==> config.mk <==
export PLATFORM = sky130hd
export DESIGN_NAME = clipped_line_rasterizer
export DESIGN_NICKNAME = d
export VERILOG_FILES = /design/src/sv/clr_pkg.sv /design/src/sv/clr_cfg_regs.sv /design/src/sv/clr_stepper.sv /design/src/sv/clr_clip.sv /design/src/sv/clipped_line_rasterizer.sv
export VERILOG_INCLUDE_DIRS = /design/src /design/src/sv
export SDC_FILE = /design/constraint.sdc
export NUM_CORES = 1
export LEC_CHECK = 0
export ABC_CLOCK_PERIOD_IN_PS = 7200
export BUFFER_PORTS_ARGS = -buffer_cell sky130_fd_sc_hd__buf_2
export CORE_ASPECT_RATIO = 1.4
export CORE_MARGIN = 2
export CORE_UTILIZATION = 57
export CTS_BUF_LIST = sky130_fd_sc_hd__clkbuf_8
export CTS_CLUSTER_DIAMETER = 150
export DETAILED_ROUTE_END_ITERATION = 10
export PLACE_DENSITY = 0.79
export REMOVE_ABC_BUFFERS = 1
export SLEW_MARGIN = 5
export SYNTH_ARGS = -nofsm -noshare
export SYNTH_HDL_FRONTEND = slang
export SYNTH_HIERARCHICAL = 1
export SYNTH_SLANG_ARGS = --single-unit
==> constraint.sdc <==
create_clock -name clk -period 7.2 [get_ports clk]
set_input_delay 0.72 -clock clk [delete_from_list [all_inputs] [get_ports clk]]
set_output_delay 0.72 -clock clk [all_outputs]
set_load 0.01 [all_outputs]
==> src/sv/assert_macros.svh <==
// ----------------------------------------------------------------------------
// Assertion macros for the line rasterizer.
// Checks compile only when SYNTHESIS is not defined.
// ----------------------------------------------------------------------------
`ifndef ASSERT_MACROS_SVH
`define ASSERT_MACROS_SVH

`ifndef SYNTHESIS

// Checked at every clock edge outside reset.
`define CLR_ASSERT(lbl, prop) \
	lbl: assert property (@(posedge clk) disable iff (!arst_n) prop) \
		else $error("clipped line rasterizer check failed");

// Checked at every clock edge, reset included.
`define CLR_ASSERT_ALWAYS(lbl, prop) \
	lbl: assert property (@(posedge clk) prop) \
		else $error("clipped line rasterizer check failed during reset");

`else

`define CLR_ASSERT(lbl, prop)
`define CLR_ASSERT_ALWAYS(lbl, prop)

`endif

`endif

==> src/sv/clr_pkg.sv <==
// ----------------------------------------------------------------------------
// clr_pkg
// Shared widths, codes and types of the clipped line rasterizer.
// ----------------------------------------------------------------------------
`timescale 1ns / 1ps
`default_nettype none

package clr_pkg;

	localparam int COORD_BITS    = 12;
	localparam int PIX_BITS      = COORD_BITS + 1;
	localparam int EDGE_BITS     = COORD_BITS + 2;
	localparam int ERR_BITS      = COORD_BITS + 2;
	localparam int COLOR_BITS    = 32;
	localparam int CFG_IDX_BITS  = 3;
	localparam int CFG_DATA_BITS = 32;

	typedef logic signed [COORD_BITS-1:0] coord_t;
	typedef logic signed [PIX_BITS-1:0]   pix_t;

	// Command codes carried by the func field.
	localparam logic FUNC_LOAD = 1'b0;
	localparam logic FUNC_STEP = 1'b1;

	// Configuration register indexes.
	localparam logic [CFG_IDX_BITS-1:0] REG_OFFSET_X    = CFG_IDX_BITS'(0);
	localparam logic [CFG_IDX_BITS-1:0] REG_OFFSET_Y    = CFG_IDX_BITS'(1);
	localparam logic [CFG_IDX_BITS-1:0] REG_CLIP_LEFT   = CFG_IDX_BITS'(2);
	localparam logic [CFG_IDX_BITS-1:0] REG_CLIP_TOP    = CFG_IDX_BITS'(3);
	localparam logic [CFG_IDX_BITS-1:0] REG_CLIP_WIDTH  = CFG_IDX_BITS'(4);
	localparam logic [CFG_IDX_BITS-1:0] REG_CLIP_HEIGHT = CFG_IDX_BITS'(5);
	localparam logic [CFG_IDX_BITS-1:0] REG_PEN_COLOR   = CFG_IDX_BITS'(6);

	localparam logic [COORD_BITS-1:0] CLIP_WIDTH_RST  = COORD_BITS'(480);
	localparam logic [COORD_BITS-1:0] CLIP_HEIGHT_RST = COORD_BITS'(240);
	localparam logic [COLOR_BITS-1:0] PEN_COLOR_RST   = '1;

	typedef struct packed {
		coord_t                  offset_x;
		coord_t                  offset_y;
		coord_t                  clip_left;
		coord_t                  clip_top;
		logic [COORD_BITS-1:0]   clip_width;
		logic [COORD_BITS-1:0]   clip_height;
		logic [COLOR_BITS-1:0]   pen_color;
	} cfg_t;

	typedef struct packed {
		logic running;
		logic last;
	} step_status_t;

endpackage

`default_nettype wire

==> src/sv/clr_cfg_regs.sv <==
// ----------------------------------------------------------------------------
// clr_cfg_regs
// Write-only configuration registers: origin, clip rectangle and pen color.
// ----------------------------------------------------------------------------
`timescale 1ns / 1ps
`default_nettype none

module clr_cfg_regs import clr_pkg::*; (
	input  logic                     clk,
	input  logic                     arst_n,
	input  logic                     cfg_we,
	input  logic [CFG_IDX_BITS-1:0]  cfg_index,
	input  logic [CFG_DATA_BITS-1:0] cfg_data,
	output cfg_t                     cfg
);

	cfg_t cfg_q;
	logic [COORD_BITS-1:0] coord_data;

	assign coord_data = cfg_data[COORD_BITS-1:0];

	always_ff @(posedge clk or negedge arst_n) begin
		if (!arst_n) begin
			cfg_q.offset_x    <= '0;
			cfg_q.offset_y    <= '0;
			cfg_q.clip_left   <= '0;
			cfg_q.clip_top    <= '0;
			cfg_q.clip_width  <= CLIP_WIDTH_RST;
			cfg_q.clip_height <= CLIP_HEIGHT_RST;
			cfg_q.pen_color   <= PEN_COLOR_RST;
		end else if (cfg_we) begin
			case (cfg_index)
				REG_OFFSET_X:    cfg_q.offset_x    <= coord_data;
				REG_OFFSET_Y:    cfg_q.offset_y    <= coord_data;
				REG_CLIP_LEFT:   cfg_q.clip_left   <= coord_data;
				REG_CLIP_TOP:    cfg_q.clip_top    <= coord_data;
				REG_CLIP_WIDTH:  cfg_q.clip_width  <= coord_data;
				REG_CLIP_HEIGHT: cfg_q.clip_height <= coord_data;
				REG_PEN_COLOR:   cfg_q.pen_color   <= cfg_data[COLOR_BITS-1:0];
				default: ;
			endcase
		end
	end

	assign cfg = cfg_q;

endmodule

`default_nettype wire

==> src/sv/clr_stepper.sv <==
// ----------------------------------------------------------------------------
// clr_stepper
// Bresenham state for all octants: set up on a load, one update per step.
// ----------------------------------------------------------------------------
`timescale 1ns / 1ps
`default_nettype none

module clr_stepper import clr_pkg::*; (
	input  logic         clk,
	input  logic         arst_n,
	input  logic         load,
	input  logic         step,
	input  coord_t       x0_in,
	input  coord_t       y0_in,
	input  coord_t       x1_in,
	input  coord_t       y1_in,
	output coord_t       cur_x,
	output coord_t       cur_y,
	output step_status_t status
);

	coord_t                      cur_x_q, cur_y_q, tgt_x_q, tgt_y_q;
	logic [COORD_BITS-1:0]       span_x_q;
	logic signed [COORD_BITS:0]  span_y_neg_q;
	logic signed [ERR_BITS-1:0]  err_q;
	logic                        dir_x_neg_q, dir_y_neg_q, running_q;

	// Load setup.
	logic                        swap;
	coord_t                      lx0, ly0, lx1, ly1;
	pix_t                        dx_full, dy_full, dx_abs, dy_abs;

	// Step update.
	logic signed [ERR_BITS:0]    e2, err_acc, span_x_ext;
	logic                        at_end, x_ok, x_hit, x_move, y_ok, y_hit, y_move, last;
	coord_t                      next_x, next_y;

	always_comb begin
		swap    = y0_in > y1_in;
		lx0     = swap ? x1_in : x0_in;
		ly0     = swap ? y1_in : y0_in;
		lx1     = swap ? x0_in : x1_in;
		ly1     = swap ? y0_in : y1_in;
		dx_full = PIX_BITS'(lx1) - PIX_BITS'(lx0);
		dy_full = PIX_BITS'(ly1) - PIX_BITS'(ly0);
		dx_abs  = dx_full[PIX_BITS-1] ? -dx_full : dx_full;
		dy_abs  = dy_full[PIX_BITS-1] ? -dy_full : dy_full;
	end

	always_comb begin
		span_x_ext = $signed({{(ERR_BITS+1-COORD_BITS){1'b0}}, span_x_q});
		e2         = {err_q, 1'b0};
		at_end     = (cur_x_q == tgt_x_q) && (cur_y_q == tgt_y_q);
		x_ok       = !at_end && (e2 >= (ERR_BITS+1)'(span_y_neg_q));
		x_hit      = x_ok && (cur_x_q == tgt_x_q);
		x_move     = x_ok && !x_hit;
		// The y move is only looked at when the x check did not end the line.
		y_ok       = !at_end && !x_hit && (e2 <= span_x_ext);
		y_hit      = y_ok && (cur_y_q == tgt_y_q);
		y_move     = y_ok && !y_hit;
		last       = at_end || x_hit || y_hit;

		err_acc = (ERR_BITS+1)'(err_q);
		if (x_move)
			err_acc = err_acc + (ERR_BITS+1)'(span_y_neg_q);
		if (y_move)
			err_acc = err_acc + span_x_ext;

		next_x = dir_x_neg_q ? cur_x_q - coord_t'(1) : cur_x_q + coord_t'(1);
		next_y = dir_y_neg_q ? cur_y_q - coord_t'(1) : cur_y_q + coord_t'(1);
	end

	always_ff @(posedge clk or negedge arst_n) begin
		if (!arst_n) begin
			cur_x_q      <= '0;
			cur_y_q      <= '0;
			tgt_x_q      <= '0;
			tgt_y_q      <= '0;
			span_x_q     <= '0;
			span_y_neg_q <= '0;
			err_q        <= '0;
			dir_x_neg_q  <= 1'b0;
			dir_y_neg_q  <= 1'b0;
			running_q    <= 1'b0;
		end else if (load) begin
			cur_x_q      <= lx0;
			cur_y_q      <= ly0;
			tgt_x_q      <= lx1;
			tgt_y_q      <= ly1;
			span_x_q     <= dx_abs[COORD_BITS-1:0];
			span_y_neg_q <= -dy_abs;
			err_q        <= ERR_BITS'(dx_abs) - ERR_BITS'(dy_abs);
			dir_x_neg_q  <= !(lx0 < lx1);
			dir_y_neg_q  <= !(ly0 < ly1);
			running_q    <= 1'b1;
		end else if (step && running_q) begin
			if (x_move)
				cur_x_q <= next_x;
			if (y_move)
				cur_y_q <= next_y;
			err_q     <= err_acc[ERR_BITS-1:0];
			running_q <= !last;
		end
	end

	assign cur_x          = cur_x_q;
	assign cur_y          = cur_y_q;
	assign status.running = running_q;
	assign status.last    = last;

endmodule

`default_nettype wire

==> src/sv/clr_clip.sv <==
// ----------------------------------------------------------------------------
// clr_clip
// Screen position of the current point and its clip rectangle test.
// ----------------------------------------------------------------------------
`timescale 1ns / 1ps
`default_nettype none

module clr_clip import clr_pkg::*; (
	input  coord_t cur_x,
	input  coord_t cur_y,
	input  cfg_t   cfg,
	output pix_t   pixel_x,
	output pix_t   pixel_y,
	output logic   visible
);

	logic signed [EDGE_BITS-1:0] sx, sy, left, top, right, bottom;

	assign pixel_x = PIX_BITS'(cur_x) + PIX_BITS'(cfg.offset_x);
	assign pixel_y = PIX_BITS'(cur_y) + PIX_BITS'(cfg.offset_y);

	// Edges are compared at full width, so the right and bottom sums never wrap.
	assign sx     = EDGE_BITS'(pixel_x);
	assign sy     = EDGE_BITS'(pixel_y);
	assign left   = EDGE_BITS'(cfg.clip_left);
	assign top    = EDGE_BITS'(cfg.clip_top);
	assign right  = left + $signed({{(EDGE_BITS-COORD_BITS){1'b0}}, cfg.clip_width});
	assign bottom = top + $signed({{(EDGE_BITS-COORD_BITS){1'b0}}, cfg.clip_height});

	assign visible = (sx >= left) && (sx < right) && (sy >= top) && (sy < bottom);

endmodule

`default_nettype wire

==> src/sv/clipped_line_rasterizer.sv <==
// ----------------------------------------------------------------------------
// clipped_line_rasterizer
// A load command (func = 0) sets up a line between two endpoints, ordered so
// that it runs downward on the screen; each step command (func = 1) returns
// one pixel beat with the screen position (point plus origin), the pen color,
// a visible flag from the inclusive-left, inclusive-top clip rectangle, and a
// last flag on the final pixel. Loads and steps with no line in progress give
// no beat. The block takes one command per clock while cmd_ready is high: a
// command is registered on acceptance, and the Bresenham update then runs
// into the pixel register once that register is free or its beat is taken.
// The input register also serves as a skid stage, so one more command is taken
// while a pixel beat waits; cmd_ready drops only when both registers are full.
// Configuration writes take effect on the next clock.
// ----------------------------------------------------------------------------
`timescale 1ns / 1ps
`default_nettype none

`include "assert_macros.svh"

module clipped_line_rasterizer import clr_pkg::*; (
	input  logic                     clk,
	input  logic                     arst_n,
	input  logic                     cfg_we,
	input  logic [CFG_IDX_BITS-1:0]  cfg_index,
	input  logic [CFG_DATA_BITS-1:0] cfg_data,
	input  logic                     cmd_valid,
	output logic                     cmd_ready,
	input  logic                     func,
	input  coord_t                   start_x,
	input  coord_t                   start_y,
	input  coord_t                   end_x,
	input  coord_t                   end_y,
	output logic                     px_valid,
	input  logic                     px_ready,
	output pix_t                     pixel_x,
	output pix_t                     pixel_y,
	output logic [COLOR_BITS-1:0]    color,
	output logic                     visible,
	output logic                     last
);

	cfg_t         cfg;
	step_status_t status;
	coord_t       cur_x, cur_y;
	pix_t         scr_x, scr_y;
	logic         scr_visible;

	logic         valid_s1, func_s1;
	coord_t       start_x_s1, start_y_s1, end_x_s1, end_y_s1;
	logic         accept, fire_s1, load, step, emit;

	logic                  px_valid_q, visible_q, last_q;
	pix_t                  pixel_x_q, pixel_y_q;
	logic [COLOR_BITS-1:0] color_q;

	assign accept    = cmd_valid && cmd_ready;
	assign fire_s1   = valid_s1 && (!px_valid_q || px_ready);
	assign cmd_ready = !valid_s1 || !px_valid_q || px_ready;
	assign load      = fire_s1 && (func_s1 == FUNC_LOAD);
	assign step      = fire_s1 && (func_s1 == FUNC_STEP);
	assign emit      = step && status.running;

	always_ff @(posedge clk or negedge arst_n) begin
		if (!arst_n)
			valid_s1 <= 1'b0;
		else if (accept)
			valid_s1 <= 1'b1;
		else if (fire_s1)
			valid_s1 <= 1'b0;
	end

	always_ff @(posedge clk) begin
		if (accept) begin
			func_s1    <= func;
			start_x_s1 <= start_x;
			start_y_s1 <= start_y;
			end_x_s1   <= end_x;
			end_y_s1   <= end_y;
		end
	end

	clr_cfg_regs u_cfg (
		.clk       (clk),
		.arst_n    (arst_n),
		.cfg_we    (cfg_we),
		.cfg_index (cfg_index),
		.cfg_data  (cfg_data),
		.cfg       (cfg)
	);

	clr_stepper u_stepper (
		.clk    (clk),
		.arst_n (arst_n),
		.load   (load),
		.step   (step),
		.x0_in  (start_x_s1),
		.y0_in  (start_y_s1),
		.x1_in  (end_x_s1),
		.y1_in  (end_y_s1),
		.cur_x  (cur_x),
		.cur_y  (cur_y),
		.status (status)
	);

	clr_clip u_clip (
		.cur_x   (cur_x),
		.cur_y   (cur_y),
		.cfg     (cfg),
		.pixel_x (scr_x),
		.pixel_y (scr_y),
		.visible (scr_visible)
	);

	always_ff @(posedge clk or negedge arst_n) begin
		if (!arst_n)
			px_valid_q <= 1'b0;
		else if (emit)
			px_valid_q <= 1'b1;
		else if (px_ready)
			px_valid_q <= 1'b0;
	end

	always_ff @(posedge clk) begin
		if (emit) begin
			pixel_x_q <= scr_x;
			pixel_y_q <= scr_y;
			color_q   <= cfg.pen_color;
			visible_q <= scr_visible;
			last_q    <= status.last;
		end
	end

	assign px_valid = px_valid_q;
	assign pixel_x  = pixel_x_q;
	assign pixel_y  = pixel_y_q;
	assign color    = color_q;
	assign visible  = visible_q;
	assign last     = last_q;

	// After the last pixel of a line the stepper is idle until the next load.
	`CLR_ASSERT(a_idle_after_last, (emit && status.last) |=> !status.running)
	// A step with no line in progress leaves the pixel register empty.
	`CLR_ASSERT(a_idle_step_silent, (step && !status.running) |=> !px_valid)
	// Backpressure reaches the command side only when both registers are full.
	`CLR_ASSERT(a_ready_low_full, !cmd_ready |-> (valid_s1 && px_valid_q && !px_ready))
	// An edge seen in reset leaves both registers empty by the following edge.
	`CLR_ASSERT_ALWAYS(a_reset_no_beat, !arst_n |=> (!px_valid && !valid_s1))

endmodule

`default_nettype wire

==> results.py, run 1 <==
metrics = {
    "route": {
        "wl_per_cell_um": 19.0,
        "viasPerCell": 5.96,
        "wl_um": 52200,
        "dr.pass1.iters": 6,
        "drc": 0,
        "drt_iter0_markers": 1131,
        "ant_nets": 0,
        "num_vias": 16351,
    },
    "synth": {
        "synth-seq-area-share_pct": 39.0,
        "synth.distinct_cells": 122,
        "synth_edf_count": 109,
        "synthTopCellsByArea": "dfrtp_1 18%, edfxtp_1 15%, ha_1 12%",
        "synth_area_mm2": 0.0211,
        "yosysMostFrequentCell": "ha_1",
        "synth_cells": 2088,
        "synth-seq-cells": 305,
        "synth_largest_area_cell": "dfrtp_1",
        "synthArstFlopShare_pct": 64.3,
        "yosysWarningCount": 6,
        "ys.flop_type": "dfrtp_1",
        "yosysTopAreaCellShare_pct": 18.5,
        "syn_area_per_cell_um2": 10.1,
        "yosys-top-cells-count": "196 x ha_1, 161 x nor2_1, 156 x dfrtp_1, 156 x nand2_1, 136 x inv_1",
    },
    "cts": {
        "clk_path_buf_depth": 3,
        "cts_tree": "done",
        "path_clk_slew_ns": 0.06,
        "ctsHoldBuffers": 0,
        "cts_made_buffers": 49,
        "cts.sinks": 305,
        "clk_latency_ns": 0.61,
        "h-tree-depth": 2,
        "clockRootBuffer": "clkbuf_8",
    },
    "power": {
        "peakVddDrop_mv": 0.328,
        "switching_power_w": 0.00476,
        "power_density_mw_per_mm2": 462,
        "leakagePower_nw": 10.2,
        "clkPwrFrac_pct": 14.3,
        "comb_power_share_pct": 60.1,
        "p_int_w": 0.00601,
        "p_sw_share_pct": 44.2,
        "finalPower_w": 0.0108,
        "power_frac_seq_pct": 25.6,
    },
    "die": {
        "die_w_um": 167,
        "pin_count": 151,
        "num_rows": 83,
        "start_util_pct": 57.6,
        "core_mm2": 0.0367,
        "die_area_mm2": 0.0386,
        "die_h_um": 232,
    },
    "sta": {
        "period_minus_slack_ns": 6.67,
        "skew_ns": 0.0210,
        "hold_violations": 0,
        "fin_tns_setup_ns": 0,
        "tightest_slew_ns": 1.08,
        "relSlewSlack_pct": 27.5,
        "hold_ws_ns": 0.0919,
        "slew_violations": 0,
        "finalSetupViolCount": 0,
        "fin_crit_sh_pct": 92.6,
        "fmax_ghz": 0.150,
        "rsz0062_at_grt": "false",
        "setup_ws_ns": 0.530,
    },
    "critical_path": {
        "critical_path.max_stage_delay_ns": 0.46,
        "r2r_setup_slack_ns": 0.53,
        "cp.required_ns": 7.64,
        "cp_top_family": "compound AO/OA/AOI/OAI gates",
        "r2r-end": "u_stepper/err_q[13]",
        "reg2regPathDepth": 31,
        "crit_path_frequent_cell": "a21o_1",
        "crit_path_end_kind": "flip-flop",
        "cp_data_arrival_time_ns": 7.11,
        "start_kind": "flip-flop",
        "timing.rr.start": "start_y_s1[3]",
        "crit_buf_inv": 1,
        "worst-path-max-fanout": 12,
        "startpoint": "start_y_s1[3]",
        "slowest_stage": "edfxtp_1",
        "worstSetupPathType": "flip-flop to flip-flop",
    },
    "flow_run": {
        "maxCapViolations": 0,
    },
    "cells_and_area": {
        "final.fill_count": 2985,
        "final_core_utilization_pct": 63.6,
        "drive_gt1_share_pct": 20.7,
        "finalNetCount": 2532,
        "area.growth.synth_to_final_pct": 10.3,
        "antenna_cells": 0,
    },
    "global_route": {
        "grt_pass1_vias": 16761,
        "overflow": 0,
        "grt_pass1_wl_um": 83600,
        "grt_max_degree": 82,
        "antenna_found_initial": 0,
        "grtUsageTotal_pct": 26.8,
    },
    "status": {
        "status": "completed",
    },
    "placed_design": {
        "portBuffers": 150,
        "dp_hpwl_um": 39600,
        "place_ws_ns": 0.248,
        "place_congestion": 0.928,
    },
    "hold_path": {
        "min_path_type": "primary input to async pin",
    },
}
## what timing repair did
item / 4_1_cts / 5_1_grt
endpoints found under the setup margin: 0 / 4
resized for setup: 0 / 4
setup buffers: 0 / 2
## cell families (layout without fill, tap and decap cells)
group	Yosys count	after routing	share of synthesized area, %
flops	305	305	39.0
mux	133	133	6.97
xor+xnor	177	177	7.54
fa+ha+maj	222	222	13.3
buf+inv	211	401	4.22
simple gates	544	544	12.9
compound gates	496	496	16.1
## worst register-to-register path: cells and delay by family, from the launching register on
| family | cells | cell delay (ns) |
|---|---|---|
| compound gates | 20 | 3.37 |
| mux | 1 | 0.39 |
| buf+inv | 1 | 0.05 |
| simple gates | 4 | 0.67 |
| fa+ha+maj | 5 | 1.57 |
| flops | 1 | 0.46 |
## placed cells by master (no fill, tap or decap), types with 53 or more instances in the layout
cell        n
a21oi_1   127
a31oi_1    53
buf_2     149
clkbuf_8   54
dfrtp_1   156
edfxtp_1  109
ha_1      194
inv_1     151
mux2_2    112
nand2_1   156
nor2_1    160
o21ai_0    73
xnor2_1   103
xor2_1     70
## layer usage
metal | vias up | track usage (%) | routed length [um]
li1 | 7835 | - | -
met1 | 7908 | 29.7 | 19900
met2 | 470 | 49.8 | 27300
met3 | 138 | 3.60 | 2280
met4 | 0 | 13.9 | 2700
met5 | - | 0 | 0
## worst max-delay path by stage
stage | endpoint | slack [ns] | cells past startpoint
floorplan | u_stepper/err_q[13] | -1.79 | 31
global placement | u_stepper/err_q[13] | 0.47 | 31
detailed placement | u_stepper/err_q[13] | 0.25 | 31
CTS | u_stepper/err_q[13] | 0.20 | 31
global route | u_stepper/err_q[13] | 0.02 | 31
finish | u_stepper/err_q[13] | 0.53 | 31
## flip-flops by register name (all words and copies together) (netlist names), 12 cells and up
| register | count |
|---|---|
| u_stepper/err_q | 14 |
| u_stepper/tgt_y_q | 12 |
| start_y_s1 | 12 |
| u_cfg/cfg | 104 |
| end_x_s1 | 12 |
| u_stepper/tgt_x_q | 12 |
| u_stepper/cur_y | 12 |
| u_stepper/span_x_q | 12 |
| start_x_s1 | 12 |
| color | 32 |
| u_stepper/span_y_neg_q | 13 |
| pixel_x | 13 |
| end_y_s1 | 12 |
| u_stepper/cur_x | 12 |
| pixel_y | 13 |
## area by class of cell
cell class / instances / area, um^2 / area share [%]
Timing Repair Buffer: 171 / 930 / 3.99
Tap cell: 467 / 584 / 2.51
Clock inverter: 38 / 269 / 1.15
Clock buffer: 53 / 729 / 3.13
Multi-Input combinational cell: 1572 / 12000 / 51.7
Inverter: 139 / 522 / 2.24
Sequential cell: 305 / 8230 / 35.3
## power by group through the flow
stage | clock network (W) | registers (W) | logic (W)
6_report | 0.00154 | 0.00275 | 0.00647
2_1_floorplan | 0 | 0.00269 | 0.00487
3_3_place_gp | 0 | 0.00275 | 0.00608
4_1_cts | 0.00159 | 0.00275 | 0.00642
5_1_grt | 0.00166 | 0.00281 | 0.00719
3_5_place_dp | 0 | 0.00278 | 0.00635
## metrics by stage
step	std cells	cell area (um^2)
5_1_grt	2745	23300
2_1_floorplan	2016	20700
3_3_place_gp	2652	22300
6_report	2745	23300
4_1_cts	2743	23300
3_5_place_dp	2652	22300
(Power assumes the default switching activity.)
==> run 2, diff against run 1 <==
--- a/config.mk
+++ b/config.mk
@@ -14,7 +14,7 @@
 export CTS_BUF_LIST = sky130_fd_sc_hd__clkbuf_8
 export CTS_CLUSTER_DIAMETER = 150
 export DETAILED_ROUTE_END_ITERATION = 10
-export PLACE_DENSITY = 0.79
+export PLACE_DENSITY = 0.8
 export REMOVE_ABC_BUFFERS = 1
 export SLEW_MARGIN = 5
 export SYNTH_ARGS = -nofsm -noshare
==> results.py, run 2 (synthesis results as in run 1) <==
metrics = {
    "cts": {
        "cts_tree": "done",
        "cts_made_buffers": 49,
        "h-tree-depth": 2,
        "cts_setup_buffers": 0,
        "clockRootBuffer": "clkbuf_8",
        "cts.sinks": 305,
        "ctsHoldBuffers": 0,
        "path_clk_slew_ns": 0.07,
        "clk_latency_ns": 0.61,
        "clk_path_buf_depth": 3,
    },
    "route": {
        "wl_um": 52900,
        "wl_met1_um": 19900,
        "wl_per_cell_um": 19.3,
        "dr.pass1.iters": 5,
        "ant_nets": 0,
        "num_vias": 16430,
        "wl_met2_um": 26800,
        "wl_met3_um": 2560,
        "drc": 0,
        "drt_iter0_markers": 881,
        "top_layer_used": "met4",
        "viasPerCell": 5.99,
    },
    "global_route": {
        "grt_pass1_wl_um": 84300,
        "grt_max_degree": 87,
        "grt_pass1_vias": 16622,
        "grtUsageTotal_pct": 27.2,
        "antenna_found_initial": 0,
        "overflow": 0,
    },
    "die": {
        "pin_count": 151,
        "die_w_um": 167,
        "die_area_mm2": 0.0386,
        "start_util_pct": 57.6,
        "core_mm2": 0.0367,
        "num_rows": 83,
        "die_h_um": 232,
    },
    "sta": {
        "hold_ws_ns": 0.158,
        "relSlewSlack_pct": 24.8,
        "hold_violations": 0,
        "finalSetupViolCount": 0,
        "fin_tns_setup_ns": 0,
        "slew_violations": 0,
        "skew_ns": 0.0365,
        "tightest_slew_ns": 1.12,
        "period_minus_slack_ns": 6.82,
        "fin_crit_sh_pct": 94.8,
        "fmax_ghz": 0.147,
    },
    "placed_design": {
        "portBuffers": 150,
        "dp_hpwl_um": 39900,
        "place_congestion": 0.965,
        "dp.cells": 2653,
        "placed_cell_area_mm2": 0.0223,
    },
    "cells_and_area": {
        "area.growth.synth_to_final_pct": 10.4,
        "stdcell_count": 2745,
        "final_area_mm2": 0.0233,
        "largest_register_ffs": 104,
        "regArea_mm2": 0.00823,
        "multi_input_area_mm2": 0.0120,
        "layout_commonest_cell": "ha_1",
        "antenna_cells": 0,
        "mostFrequentLayoutCells": "194 x ha_1, 160 x nor2_1, 156 x nand2_1, 156 x dfrtp_1, 149 x buf_2",
        "drive_gt1_share_pct": 20.8,
        "finalNetCount": 2531,
        "final.fill_count": 2932,
    },
    "critical_path": {
        "crit_buf_inv": 1,
        "crit_path_end_kind": "flip-flop",
        "start_kind": "flip-flop",
        "cp.required_ns": 7.66,
        "critical_path.max_stage_delay_ns": 0.52,
        "worstSetupPathType": "flip-flop to flip-flop",
        "worst-path-max-fanout": 12,
        "crit_path_frequent_cell": "a21o_1",
        "cp_top_family": "compound AO/OA/AOI/OAI gates",
        "slowest_stage": "ha_2",
        "cp_data_arrival_time_ns": 7.28,
    },
    "power": {
        "peakVddDrop_mv": 0.366,
        "leakagePower_nw": 10.2,
        "power_density_mw_per_mm2": 465,
    },
    "flow_run": {
        "maxCapViolations": 0,
    },
    "hold_path": {
        "min_path_type": "primary input to async pin",
    },
    "status": {
        "status": "completed",
    },
}
## run 2: cell count changes in the layout (fill, tap and decap cells not counted)
cell and delta:
clkinv_2 -2, clkinv_1 +4, clkinvlp_4 +2, inv_6 -1
clkbuf_8 +4, inv_1 -6, buf_12 -1
## run 2: stage by stage
stage	power [W]	utilization, %	setup slack, ns
floorplan	0.00756	-	-1.79
global placement	0.00886	60.7	0.425
detailed placement	0.00913	60.7	0.188
CTS	0.0108	63.6	0.161
global route	0.0117	63.6	-0.00707
finish	0.0108	63.6	0.378
## run 2: path summary, 6_finish.rpt
path	from	to	slack, ns	cells past startpoint
worst min-delay path	arst_n	u_cfg/cfg[87]	0.16	1
worst max register to register	start_y_s1[11]	u_stepper/err_q[13]	0.38	30
worst min register to register	u_cfg/cfg[41]	u_cfg/cfg[41]	0.51	1
min in group clk	start_y[8]	start_y_s1[8]	0.28	1
max in group asynchronous	arst_n	u_cfg/cfg[33]	5.65	2
worst max-delay path	start_y_s1[11]	u_stepper/err_q[13]	0.38	30
## run 2: power by group
group / switching, W / internal, W
logic: 0.00367 / 0.00283
clock network: 0.000725 / 0.000868
registers: 0.000401 / 0.00235
## run 2: area by class of cell
| type | instances | share of cell area, % |
|---|---|---|
| multi-input combinational | 1572 | 51.6 |
| sequential | 305 | 35.3 |
| timing repair buffer | 170 | 3.90 |
| clock buffer | 57 | 3.36 |
| tap | 467 | 2.51 |
| inverter | 139 | 2.24 |
| clock inverter | 35 | 1.11 |
## run 2: layer usage
metal | vias up | track usage [%]
met2 | 543 | 49.4
met3 | 172 | 3.75
met5 | - | 0
met1 | 7887 | 29.7
li1 | 7828 | -
met4 | 0 | 17.5
## run 2: worst register-to-register path: cells and delay by family (launching register included)
kind | cells | cell delay [ns]
buffers and inverters | 1 | 0.06
DFF | 1 | 0.44
muxes | 1 | 0.38
adders and majority gates | 5 | 1.73
AOI/OAI and AO/OA | 19 | 3.31
and+or+nand+nor | 4 | 0.77
## run 2: what timing repair did
item | in CTS | in global routing
setup endpoints to repair | 0 | 3
hold endpoints to repair | 0 | 0
gates resized for setup | 0 | 4
